### config.mk
export PLATFORM = sky130hd
export DESIGN_NAME = lidar_scan_segmenter
export DESIGN_NICKNAME = d
export VERILOG_FILES = /design/src/sv/lss_pkg.sv /design/src/sv/lidar_scan_segmenter.sv /design/src/sv/lss_regs.sv /design/src/sv/lss_ctrl.sv /design/src/sv/lss_dp.sv
export SDC_FILE = /design/constraint.sdc
export NUM_CORES = 2
export LEC_CHECK = 0
export ABC_AREA = 1
export BUFFER_PORTS_ARGS = -buffer_cell sky130_fd_sc_hd__buf_2
export CAP_MARGIN = 20
export CORE_MARGIN = 3
export CORE_UTILIZATION = 30
export CTS_CLUSTER_SIZE = 10
export DETAILED_ROUTE_END_ITERATION = 8
export PLACE_DENSITY = 0.41
export SETUP_SLACK_MARGIN = 0.5
export SYNTH_ARGS = -nofsm -noshare
export SYNTH_HDL_FRONTEND = slang
export SYNTH_SLANG_ARGS = --single-unit
### constraint.sdc
create_clock -name clk_i -period 10.73 [get_ports clk_i]
set_input_delay 1.6095 -clock clk_i [delete_from_list [all_inputs] [get_ports clk_i]]
set_output_delay 1.6095 -clock clk_i [all_outputs]
set_load 0.05 [all_outputs]
### src/sv/lss_pkg.sv
// Shared types and constants of the lidar scan segmenter.
package lss_pkg;

  // Configuration port geometry: 64-bit data, registers at 8-byte spacing
  localparam int unsigned APB_DATA_W = 64;
  localparam int unsigned APB_ADDR_W = 5;

  // Register indexes
  localparam logic [1:0] REG_MAX_DIST = 2'd0;
  localparam logic [1:0] REG_MIN_GAP2 = 2'd1;
  localparam logic [1:0] REG_STEP_COS = 2'd2;

  // Register reset values
  localparam logic [15:0] MAX_DIST_RST = 16'd8000;
  localparam logic [32:0] MIN_GAP2_RST = 33'd10000;
  localparam logic [16:0] STEP_COS_RST = 17'd65535;

  // Cosine of one in unsigned Q1.16
  localparam logic [16:0] COS_ONE = 17'h10000;

  // Product of a cosine and a distance product is scaled back by this shift
  localparam int unsigned CROSS_SHIFT = 15;

  typedef struct packed {
    logic [15:0] max_distance;
    logic [32:0] min_gap_squared;
    logic [16:0] step_cosine;
  } cfg_t;

  // Controller to datapath commands
  typedef struct packed {
    logic load;    // capture the incoming point
    logic mul;     // form squares and distance product
    logic sum;     // sum of squares, partial products with the cosine
    logic xterm;   // assemble the cross term
    logic commit;  // decide, update scan state, load result
  } cmd_t;

  // Datapath to controller status
  typedef struct packed {
    logic emit;    // current point closes an obstacle
  } status_t;

endpackage

### src/sv/lidar_scan_segmenter.sv
// Top level of the lidar scan segmenter.
//
//   channel  | direction | handshake              | payload
//   ---------+-----------+------------------------+----------------------------------
//   in       | input     | in_valid_i / in_stall_o   | distance_i, angle_i, first_point_i
//   out      | output    | out_valid_o / out_stall_i | begin_angle_o, end_angle_o
//   config   | input     | psel/penable/pwrite/pready| paddr, pwdata, prdata
//
// A point steps through capture, multiply, sum/partial products, cross term,
// then the decision which can take the next point in the same cycle.
// The steps follow the chain of three registered arithmetic stages.
// A result beat appears the cycle after the decision.
// Reset clears the scan state to a previous point of distance zero, no obstacle open.
// A held output beat stalls the decision only if that point emits a beat.
module lidar_scan_segmenter #(
  parameter int unsigned DISTANCE_BITS = 16
) (
  input  logic                               clk_i,
  input  logic                               rst_ni,
  input  logic                               in_valid_i,
  output logic                               in_stall_o,
  input  logic [DISTANCE_BITS-1:0]           distance_i,
  input  logic signed [15:0]                 angle_i,
  input  logic                               first_point_i,
  output logic                               out_valid_o,
  input  logic                               out_stall_i,
  output logic signed [15:0]                 begin_angle_o,
  output logic signed [15:0]                 end_angle_o,
  input  logic                               psel,
  input  logic                               penable,
  input  logic                               pwrite,
  input  logic [lss_pkg::APB_ADDR_W-1:0]     paddr,
  input  logic [lss_pkg::APB_DATA_W-1:0]     pwdata,
  output logic [lss_pkg::APB_DATA_W-1:0]     prdata,
  output logic                               pready
);
  import lss_pkg::*;

  cfg_t    cfg;
  cmd_t    cmd;
  status_t sts;

  lss_regs u_regs (
    .clk_i   (clk_i),
    .rst_ni  (rst_ni),
    .psel    (psel),
    .penable (penable),
    .pwrite  (pwrite),
    .paddr   (paddr),
    .pwdata  (pwdata),
    .prdata  (prdata),
    .pready  (pready),
    .cfg_o   (cfg)
  );

  lss_ctrl u_ctrl (
    .clk_i       (clk_i),
    .rst_ni      (rst_ni),
    .in_valid_i  (in_valid_i),
    .in_stall_o  (in_stall_o),
    .out_valid_o (out_valid_o),
    .out_stall_i (out_stall_i),
    .cmd_o       (cmd),
    .sts_i       (sts)
  );

  lss_dp #(
    .DISTANCE_BITS (DISTANCE_BITS)
  ) u_dp (
    .clk_i         (clk_i),
    .rst_ni        (rst_ni),
    .distance_i    (distance_i),
    .angle_i       (angle_i),
    .first_point_i (first_point_i),
    .cfg_i         (cfg),
    .cmd_i         (cmd),
    .sts_o         (sts),
    .begin_angle_o (begin_angle_o),
    .end_angle_o   (end_angle_o)
  );

endmodule

### src/sv/lss_regs.sv
// Configuration registers behind the APB-style port.
module lss_regs (
  input  logic                               clk_i,
  input  logic                               rst_ni,
  input  logic                               psel,
  input  logic                               penable,
  input  logic                               pwrite,
  input  logic [lss_pkg::APB_ADDR_W-1:0]     paddr,
  input  logic [lss_pkg::APB_DATA_W-1:0]     pwdata,
  output logic [lss_pkg::APB_DATA_W-1:0]     prdata,
  output logic                               pready,
  output lss_pkg::cfg_t                      cfg_o
);
  import lss_pkg::*;

  logic [1:0]  reg_idx;
  logic        wr_en;
  logic [15:0] max_dist_q;
  logic [32:0] min_gap2_q;
  logic [16:0] step_cos_q;

  assign reg_idx = paddr[4:3];
  assign wr_en   = psel & penable & pwrite;
  assign pready  = 1'b1;

  // Register writes in the access phase
  always_ff @(posedge clk_i or negedge rst_ni) begin
    if (!rst_ni) begin
      max_dist_q <= MAX_DIST_RST;
      min_gap2_q <= MIN_GAP2_RST;
      step_cos_q <= STEP_COS_RST;
    end else if (wr_en) begin
      case (reg_idx)
        REG_MAX_DIST: max_dist_q <= pwdata[15:0];
        REG_MIN_GAP2: min_gap2_q <= pwdata[32:0];
        REG_STEP_COS: step_cos_q <= pwdata[16:0];
        default: ;
      endcase
    end
  end

  // Read mux
  always_comb begin
    case (reg_idx)
      REG_MAX_DIST: prdata = {48'd0, max_dist_q};
      REG_MIN_GAP2: prdata = {31'd0, min_gap2_q};
      REG_STEP_COS: prdata = {47'd0, step_cos_q};
      default:      prdata = '0;
    endcase
  end

  assign cfg_o.max_distance    = max_dist_q;
  assign cfg_o.min_gap_squared = min_gap2_q;
  assign cfg_o.step_cosine     = step_cos_q;

endmodule

### src/sv/lss_ctrl.sv
// Sequencer of the segmenter: steps one point through the datapath.
module lss_ctrl (
  input  logic             clk_i,
  input  logic             rst_ni,
  input  logic             in_valid_i,
  output logic             in_stall_o,
  output logic             out_valid_o,
  input  logic             out_stall_i,
  output lss_pkg::cmd_t    cmd_o,
  input  lss_pkg::status_t sts_i
);
  import lss_pkg::*;

  localparam logic [2:0] ST_IDLE  = 3'd0;
  localparam logic [2:0] ST_MUL   = 3'd1;
  localparam logic [2:0] ST_SUM   = 3'd2;
  localparam logic [2:0] ST_CROSS = 3'd3;
  localparam logic [2:0] ST_DEC   = 3'd4;

  logic [2:0] state_q, state_d;
  logic       out_valid_q, out_valid_d;
  logic       blocked, commit, in_ready, in_acc;

  // Decision waits only if it produces a beat and the output register is held
  assign blocked  = sts_i.emit & out_valid_q & out_stall_i;
  assign commit   = (state_q == ST_DEC) & ~blocked;
  assign in_ready = (state_q == ST_IDLE) | commit;
  assign in_acc   = in_valid_i & in_ready;

  assign in_stall_o  = ~in_ready;
  assign out_valid_o = out_valid_q;

  // Next state
  always_comb begin
    state_d = state_q;
    case (state_q)
      ST_IDLE:  if (in_acc) state_d = ST_MUL;
      ST_MUL:   state_d = ST_SUM;
      ST_SUM:   state_d = ST_CROSS;
      ST_CROSS: state_d = ST_DEC;
      ST_DEC: begin
        if (commit) state_d = in_acc ? ST_MUL : ST_IDLE;
      end
      default:  state_d = ST_IDLE;
    endcase
  end

  // Output valid: set by an emitting decision, cleared when the beat is taken
  assign out_valid_d = (commit & sts_i.emit) | (out_valid_q & out_stall_i);

  always_ff @(posedge clk_i or negedge rst_ni) begin
    if (!rst_ni) begin
      state_q     <= ST_IDLE;
      out_valid_q <= 1'b0;
    end else begin
      state_q     <= state_d;
      out_valid_q <= out_valid_d;
    end
  end

  // Commands
  assign cmd_o.load   = in_acc;
  assign cmd_o.mul    = (state_q == ST_MUL);
  assign cmd_o.sum    = (state_q == ST_SUM);
  assign cmd_o.xterm  = (state_q == ST_CROSS);
  assign cmd_o.commit = commit;

endmodule

### src/sv/lss_dp.sv
// Datapath: gap by the law of cosines, obstacle decision and scan state.
module lss_dp #(
  parameter int unsigned DISTANCE_BITS = 16
) (
  input  logic                     clk_i,
  input  logic                     rst_ni,
  input  logic [DISTANCE_BITS-1:0] distance_i,
  input  logic signed [15:0]       angle_i,
  input  logic                     first_point_i,
  input  lss_pkg::cfg_t            cfg_i,
  input  lss_pkg::cmd_t            cmd_i,
  output lss_pkg::status_t         sts_o,
  output logic signed [15:0]       begin_angle_o,
  output logic signed [15:0]       end_angle_o
);
  import lss_pkg::*;

  localparam int unsigned DB     = DISTANCE_BITS;
  localparam int unsigned PW     = 2 * DB;            // square / product width
  localparam int unsigned HW     = DB + 17;           // half product times cosine
  localparam int unsigned FW     = PW + 17;           // full product times cosine
  localparam int unsigned CW     = FW - CROSS_SHIFT;  // cross term width
  localparam int unsigned CMPW   = (PW + 3 > 34) ? PW + 3 : 34;
  localparam int unsigned DCW    = (DB > 16) ? DB : 16;

  // Current point
  logic [DB-1:0]      cur_d_q;
  logic [15:0]        cur_a_q;
  logic               cur_first_q;
  // Scan state
  logic [DB-1:0]      prev_d_q;
  logic [15:0]        prev_a_q;
  logic               inside_q;
  logic [15:0]        start_q;
  // Arithmetic stages
  logic [PW-1:0]      dd_q, pp_q, dp_q;
  logic [PW:0]        sum_q;
  logic [HW-1:0]      lo_q, hi_q;
  logic [CW-1:0]      cross_q;
  logic [FW-1:0]      cross_full;
  logic [16:0]        cos_sat;
  // Result register
  logic [15:0]        begin_q, end_q;
  // Decision
  logic               gap_ge, far, near, close_hit, inside_mid;
  logic               inside_d;
  logic [15:0]        start_d;
  logic [DCW-1:0]     d_ext, max_ext;

  assign cos_sat = (cfg_i.step_cosine > COS_ONE) ? COS_ONE : cfg_i.step_cosine;

  // Capture the accepted point
  always_ff @(posedge clk_i) begin
    if (cmd_i.load) begin
      cur_d_q     <= distance_i;
      cur_a_q     <= angle_i;
      cur_first_q <= first_point_i;
    end
  end

  // Squares and distance product
  always_ff @(posedge clk_i) begin
    if (cmd_i.mul) begin
      dd_q <= PW'(cur_d_q) * PW'(cur_d_q);
      pp_q <= PW'(prev_d_q) * PW'(prev_d_q);
      dp_q <= PW'(cur_d_q) * PW'(prev_d_q);
    end
  end

  // Sum of squares; distance product times cosine in two halves
  always_ff @(posedge clk_i) begin
    if (cmd_i.sum) begin
      sum_q <= (PW + 1)'(dd_q) + (PW + 1)'(pp_q);
      lo_q  <= HW'(dp_q[DB-1:0]) * HW'(cos_sat);
      hi_q  <= HW'(dp_q[PW-1:DB]) * HW'(cos_sat);
    end
  end

  // Cross term 2*d*p*cos, truncated
  assign cross_full = (FW'(hi_q) << DB) + FW'(lo_q);

  always_ff @(posedge clk_i) begin
    if (cmd_i.xterm) begin
      cross_q <= cross_full[FW-1:CROSS_SHIFT];
    end
  end

  // Clamped gap >= minimum, without forming the clamped difference
  assign gap_ge = (cfg_i.min_gap_squared == 33'd0) |
                  (CMPW'(sum_q) >= (CMPW'(cross_q) + CMPW'(cfg_i.min_gap_squared)));

  assign d_ext   = DCW'(cur_d_q);
  assign max_ext = DCW'(cfg_i.max_distance);
  assign far     = d_ext > max_ext;
  assign near    = d_ext < max_ext;

  // Obstacle close / open decision
  always_comb begin
    close_hit  = 1'b0;
    inside_mid = 1'b0;
    inside_d   = inside_q;
    start_d    = start_q;
    if (cur_first_q) begin
      inside_d = near;
      if (near) start_d = cur_a_q;
    end else begin
      close_hit  = inside_q & (gap_ge | far);
      inside_mid = inside_q & ~close_hit;
      if (!inside_mid && near) begin
        inside_d = 1'b1;
        start_d  = cur_a_q;
      end else begin
        inside_d = inside_mid;
      end
    end
  end

  assign sts_o.emit = close_hit;

  // Scan state
  always_ff @(posedge clk_i or negedge rst_ni) begin
    if (!rst_ni) begin
      prev_d_q <= '0;
      prev_a_q <= '0;
      inside_q <= 1'b0;
      start_q  <= '0;
    end else if (cmd_i.commit) begin
      prev_d_q <= cur_d_q;
      prev_a_q <= cur_a_q;
      inside_q <= inside_d;
      start_q  <= start_d;
    end
  end

  // Result beat
  always_ff @(posedge clk_i) begin
    if (cmd_i.commit && close_hit) begin
      begin_q <= start_q;
      end_q   <= prev_a_q;
    end
  end

  assign begin_angle_o = begin_q;
  assign end_angle_o   = end_q;

endmodule

==> flow_summary_export.csv <==
group,metric,value,unit
run_status,result_of_the_run,"finished clean",
logic_synthesis,synthMostInstantiatedCell,"sky130_fd_sc_hd__inv_1",
logic_synthesis,synth.avg_cell_area,8.65,µm²
logic_synthesis,async_flop_share,0.301,
layout,fin_nets,8604,
global_route,grt_max_degree,67,
clock_network,postCtsSetupRepairBufs,0,
routing,drcViolationCount,0,
timing,max_slew_margin,0.241,
logic_synthesis,synth.cell_area,59500,µm²
clock_network,ctsRootBufferMaster,"sky130_fd_sc_hd__clkbuf_16",
routing,detail_route.vias_per_cell,4.56,
timing,finalClockSkew,0.0421,ns
floorplan,die-area,204000,µm²
logic_synthesis,synth.mux.area_fraction,0,
critical_path,cp_slowest_stage_delay,0.67,ns
logic_synthesis,synth_area_in_simple_gates,0.134,
clock_network,cts.sinks,396,
layout,layoutNonFillerInstCount,9586,
clock_network,hold_buffers,0,
logic_synthesis,synth.distinct_cells,56,
worst_hold_path,min_path_type,"reg -> reg",
logic_synthesis,yosys_register_bits,396,
routing,route.antenna.remaining_nets,0,
layout,layout.cell_area.non_filler,64800,µm²
critical_path,critPathMaxFanout,15,
routing,drt_wl_total,182000,µm
timing,grt_setup_unrepaired,"no",
critical_path,arrival,8.93,ns
timing,finalCriticalPeriod,8.55,ns
routing,avgRoutedWirePerCell,19.0,µm
clock_network,cts_max_level,2,
critical_path,worst_setup_start_kind,"flop",
global_route,antenna_found_initial,2,
placement,gp_routability_congestion,0.869,
timing,fin_setup_tns,0,ns
logic_synthesis,synthesis.yosys.warnings,0,
layout,utilization,0.330,
logic_synthesis,synth_enable_flop_cells,277,
floorplan,start_util,0.303,
clock_network,cts_buffers,52,
timing,final_min_period_over_clock_period,0.797,
timing,timing_hold_violations_final,0,
global_route,grt_overflow,0,
logic_synthesis,post_synth_most_frequent_cells,"1737 x sky130_fd_sc_hd__inv_1, 1390 x sky130_fd_sc_hd__nand2_1, 939 x sky130_fd_sc_hd__fa_1",
logic_synthesis,synth-compound-area-share,0.0613,
placement,placement.cell_area,63000,µm²
critical_path,crit_path_top_delay_cell,"sky130_fd_sc_hd__clkinv_1",
floorplan,std_cell_rows,162,
floorplan,io_pins,208,
critical_path,timing.critical_path.to_type,"flop",
floorplan,die_h,451,µm
logic_synthesis,synth_top_cell_by_area,"sky130_fd_sc_hd__fa_1",
layout,layout-area-overhead-vs-synth,8.92,%
routing,vias,43700,
critical_path,cp.required,11.10,ns
logic_synthesis,synth_seq_area_share,0.191,
clock_network,cts_tree,"built",
logic_synthesis,synthAdderAreaFrac,0.450,
clock_network,cts.reportedPaths.clkPinSlew,0.06,ns
run,max_cap_violations,0,
routing,drtIter0Drc,2445,
timing,finalSetupViolations,0,
logic_synthesis,syn-instance-count,6871,
placement,dp_cells,9486,
logic_synthesis,post_synth_xor_xnor_area,0.0342,
logic_synthesis,synth_top_area_frac,0.316,
timing,drv_slew,0,
critical_path,critical-path-top-cell-by-count,"sky130_fd_sc_hd__inv_1",
logic_synthesis,synth_top_cells_by_area,"sky130_fd_sc_hd__fa_1 32%, sky130_fd_sc_hd__edfxtp_1 14%, sky130_fd_sc_hd__ha_1 13%",
global_route,via_count_of_the_first_global_routing_pass,46200,
logic_synthesis,synth_flop_cell,"sky130_fd_sc_hd__edfxtp_1",
timing,worst_slew_pin_slew,1.13,ns
placement,place.detailed.hpwl,143000,µm
logic_synthesis,main_combinational_cell_family_by_area_after_synthesis,"adder cells",
clock_network,clockBufferDepth,3,
global_route,grt_use_total,0.181,
timing,max_clock_freq,117,MHz
routing,detailedRoute.firstPassIterationCount,5,
global_route,global_route_wire_length_before_repair,282000,µm
floorplan,coreArea,196000,µm²
clock_network,cts_repair_resize_count,0,
clock_network,clock_insertion_delay_worst_skew,0.66,ns
layout,layout-drive-gt1-share,0.0540,
floorplan,die-width,451,µm
placement,numPortBuffers,141,
critical_path,critPathKind,"reg -> reg",
-- flip-flops by register name, summed over array words and instances (netlist names), 17 cells and up --
signal and cells:
u_dp.cross_q 34, u_dp.hi_q 33, u_dp.sum_q 33, u_regs.min_gap2_q 33, u_dp.dp_q 32, u_dp.dd_q 31
u_dp.pp_q 31, u_dp.lo_q 18, u_regs.step_cos_q 17
-- worst max-delay path: cells and delay by family (launching register included) --
kind / cells / cell delay (ns)
AOI/OAI and AO/OA: 7 / 1.59
buffers and inverters: 9 / 1.58
xor gates and xnor gates: 1 / 0.09
and+or+nand+nor: 7 / 1.50
DFF: 1 / 0.36
adders and majority gates: 7 / 3.17
-- metal layers --
metal,track usage,up-vias,wire length [µm]
li1,-,20700,-
met3,0.0151,175,5970
met2,0.305,739,87000
met4,0.0376,0,3960
met1,0.253,22000,85100
met5,0,-,0
-- stage by stage --
stage,setup WS [ns],hold slack [ns]
floorplan,3.96,0.400
global placement,2.22,0.422
global route,1.69,0.450
finish,2.18,0.435
CTS,2.19,0.435
detailed placement,2.22,0.421
-- worst paths after layout --
path                                             from                    to  slack [ns]  depth (start not counted)
worst min register to register          u_dp.lo_q[15]       u_dp.cross_q[0]        0.44                          0
worst max register to register  u_regs.step_cos_q[12]         u_dp.hi_q[29]        2.18                         31
min in group asynchronous                      rst_ni     u_dp.prev_d_q[10]        0.93                          1
worst max-delay path            u_regs.step_cos_q[12]         u_dp.hi_q[29]        2.18                         31
worst min-delay path                    u_dp.lo_q[15]       u_dp.cross_q[0]        0.44                          0
max in group asynchronous                      rst_ni  u_regs.min_gap2_q[3]        8.25                          2
-- cell families after synthesis --
logic type                 after synthesis
AOI/OAI and AO/OA                      641
xor gates and xnor gates               232
adders and majority gates             1577
buffers and inverters                 1999
DFF                                    396
other                                    2
and+or+nand+nor                       2024
-- layout by cell type (no fill, tap or decap), types with 16 or more instances in the layout --
cell type and n:
sky130_fd_sc_hd__a21o_1 23, sky130_fd_sc_hd__a21oi_1 282, sky130_fd_sc_hd__a31oi_1 21, sky130_fd_sc_hd__buf_2 140, sky130_fd_sc_hd__buf_4 75, sky130_fd_sc_hd__clkbuf_1 23
sky130_fd_sc_hd__clkbuf_16 53, sky130_fd_sc_hd__conb_1 32, sky130_fd_sc_hd__dfrtp_1 91, sky130_fd_sc_hd__dfstp_2 27, sky130_fd_sc_hd__edfxtp_1 277, sky130_fd_sc_hd__fa_1 939
sky130_fd_sc_hd__ha_1 638, sky130_fd_sc_hd__inv_1 1736, sky130_fd_sc_hd__nand2_1 1389, sky130_fd_sc_hd__nand3_1 77, sky130_fd_sc_hd__nand4_1 32, sky130_fd_sc_hd__nor2_1 436
sky130_fd_sc_hd__nor3_1 35, sky130_fd_sc_hd__o211ai_1 24, sky130_fd_sc_hd__o21ai_0 150, sky130_fd_sc_hd__o21ai_1 47, sky130_fd_sc_hd__o21ai_2 16, sky130_fd_sc_hd__o21bai_1 19
sky130_fd_sc_hd__xnor2_1 87, sky130_fd_sc_hd__xor2_1 145
-- final cells by class --
cell class                      instances  area (µm²)
Fill cell                           20800      131000
Multi-Input combinational cell       4506       40600
Sequential cell                       396       11300
Inverter                             1744        6550
Tap cell                             2624        3280
Clock buffer                           80        1470
Timing Repair Buffer                  218        1320
Clock inverter                         17         196
Antenna cell                            1        2.50
Power is left out: the tool's default activity adds up to more than one toggle a clock period on the data nets, which glitch-free logic cannot reach.
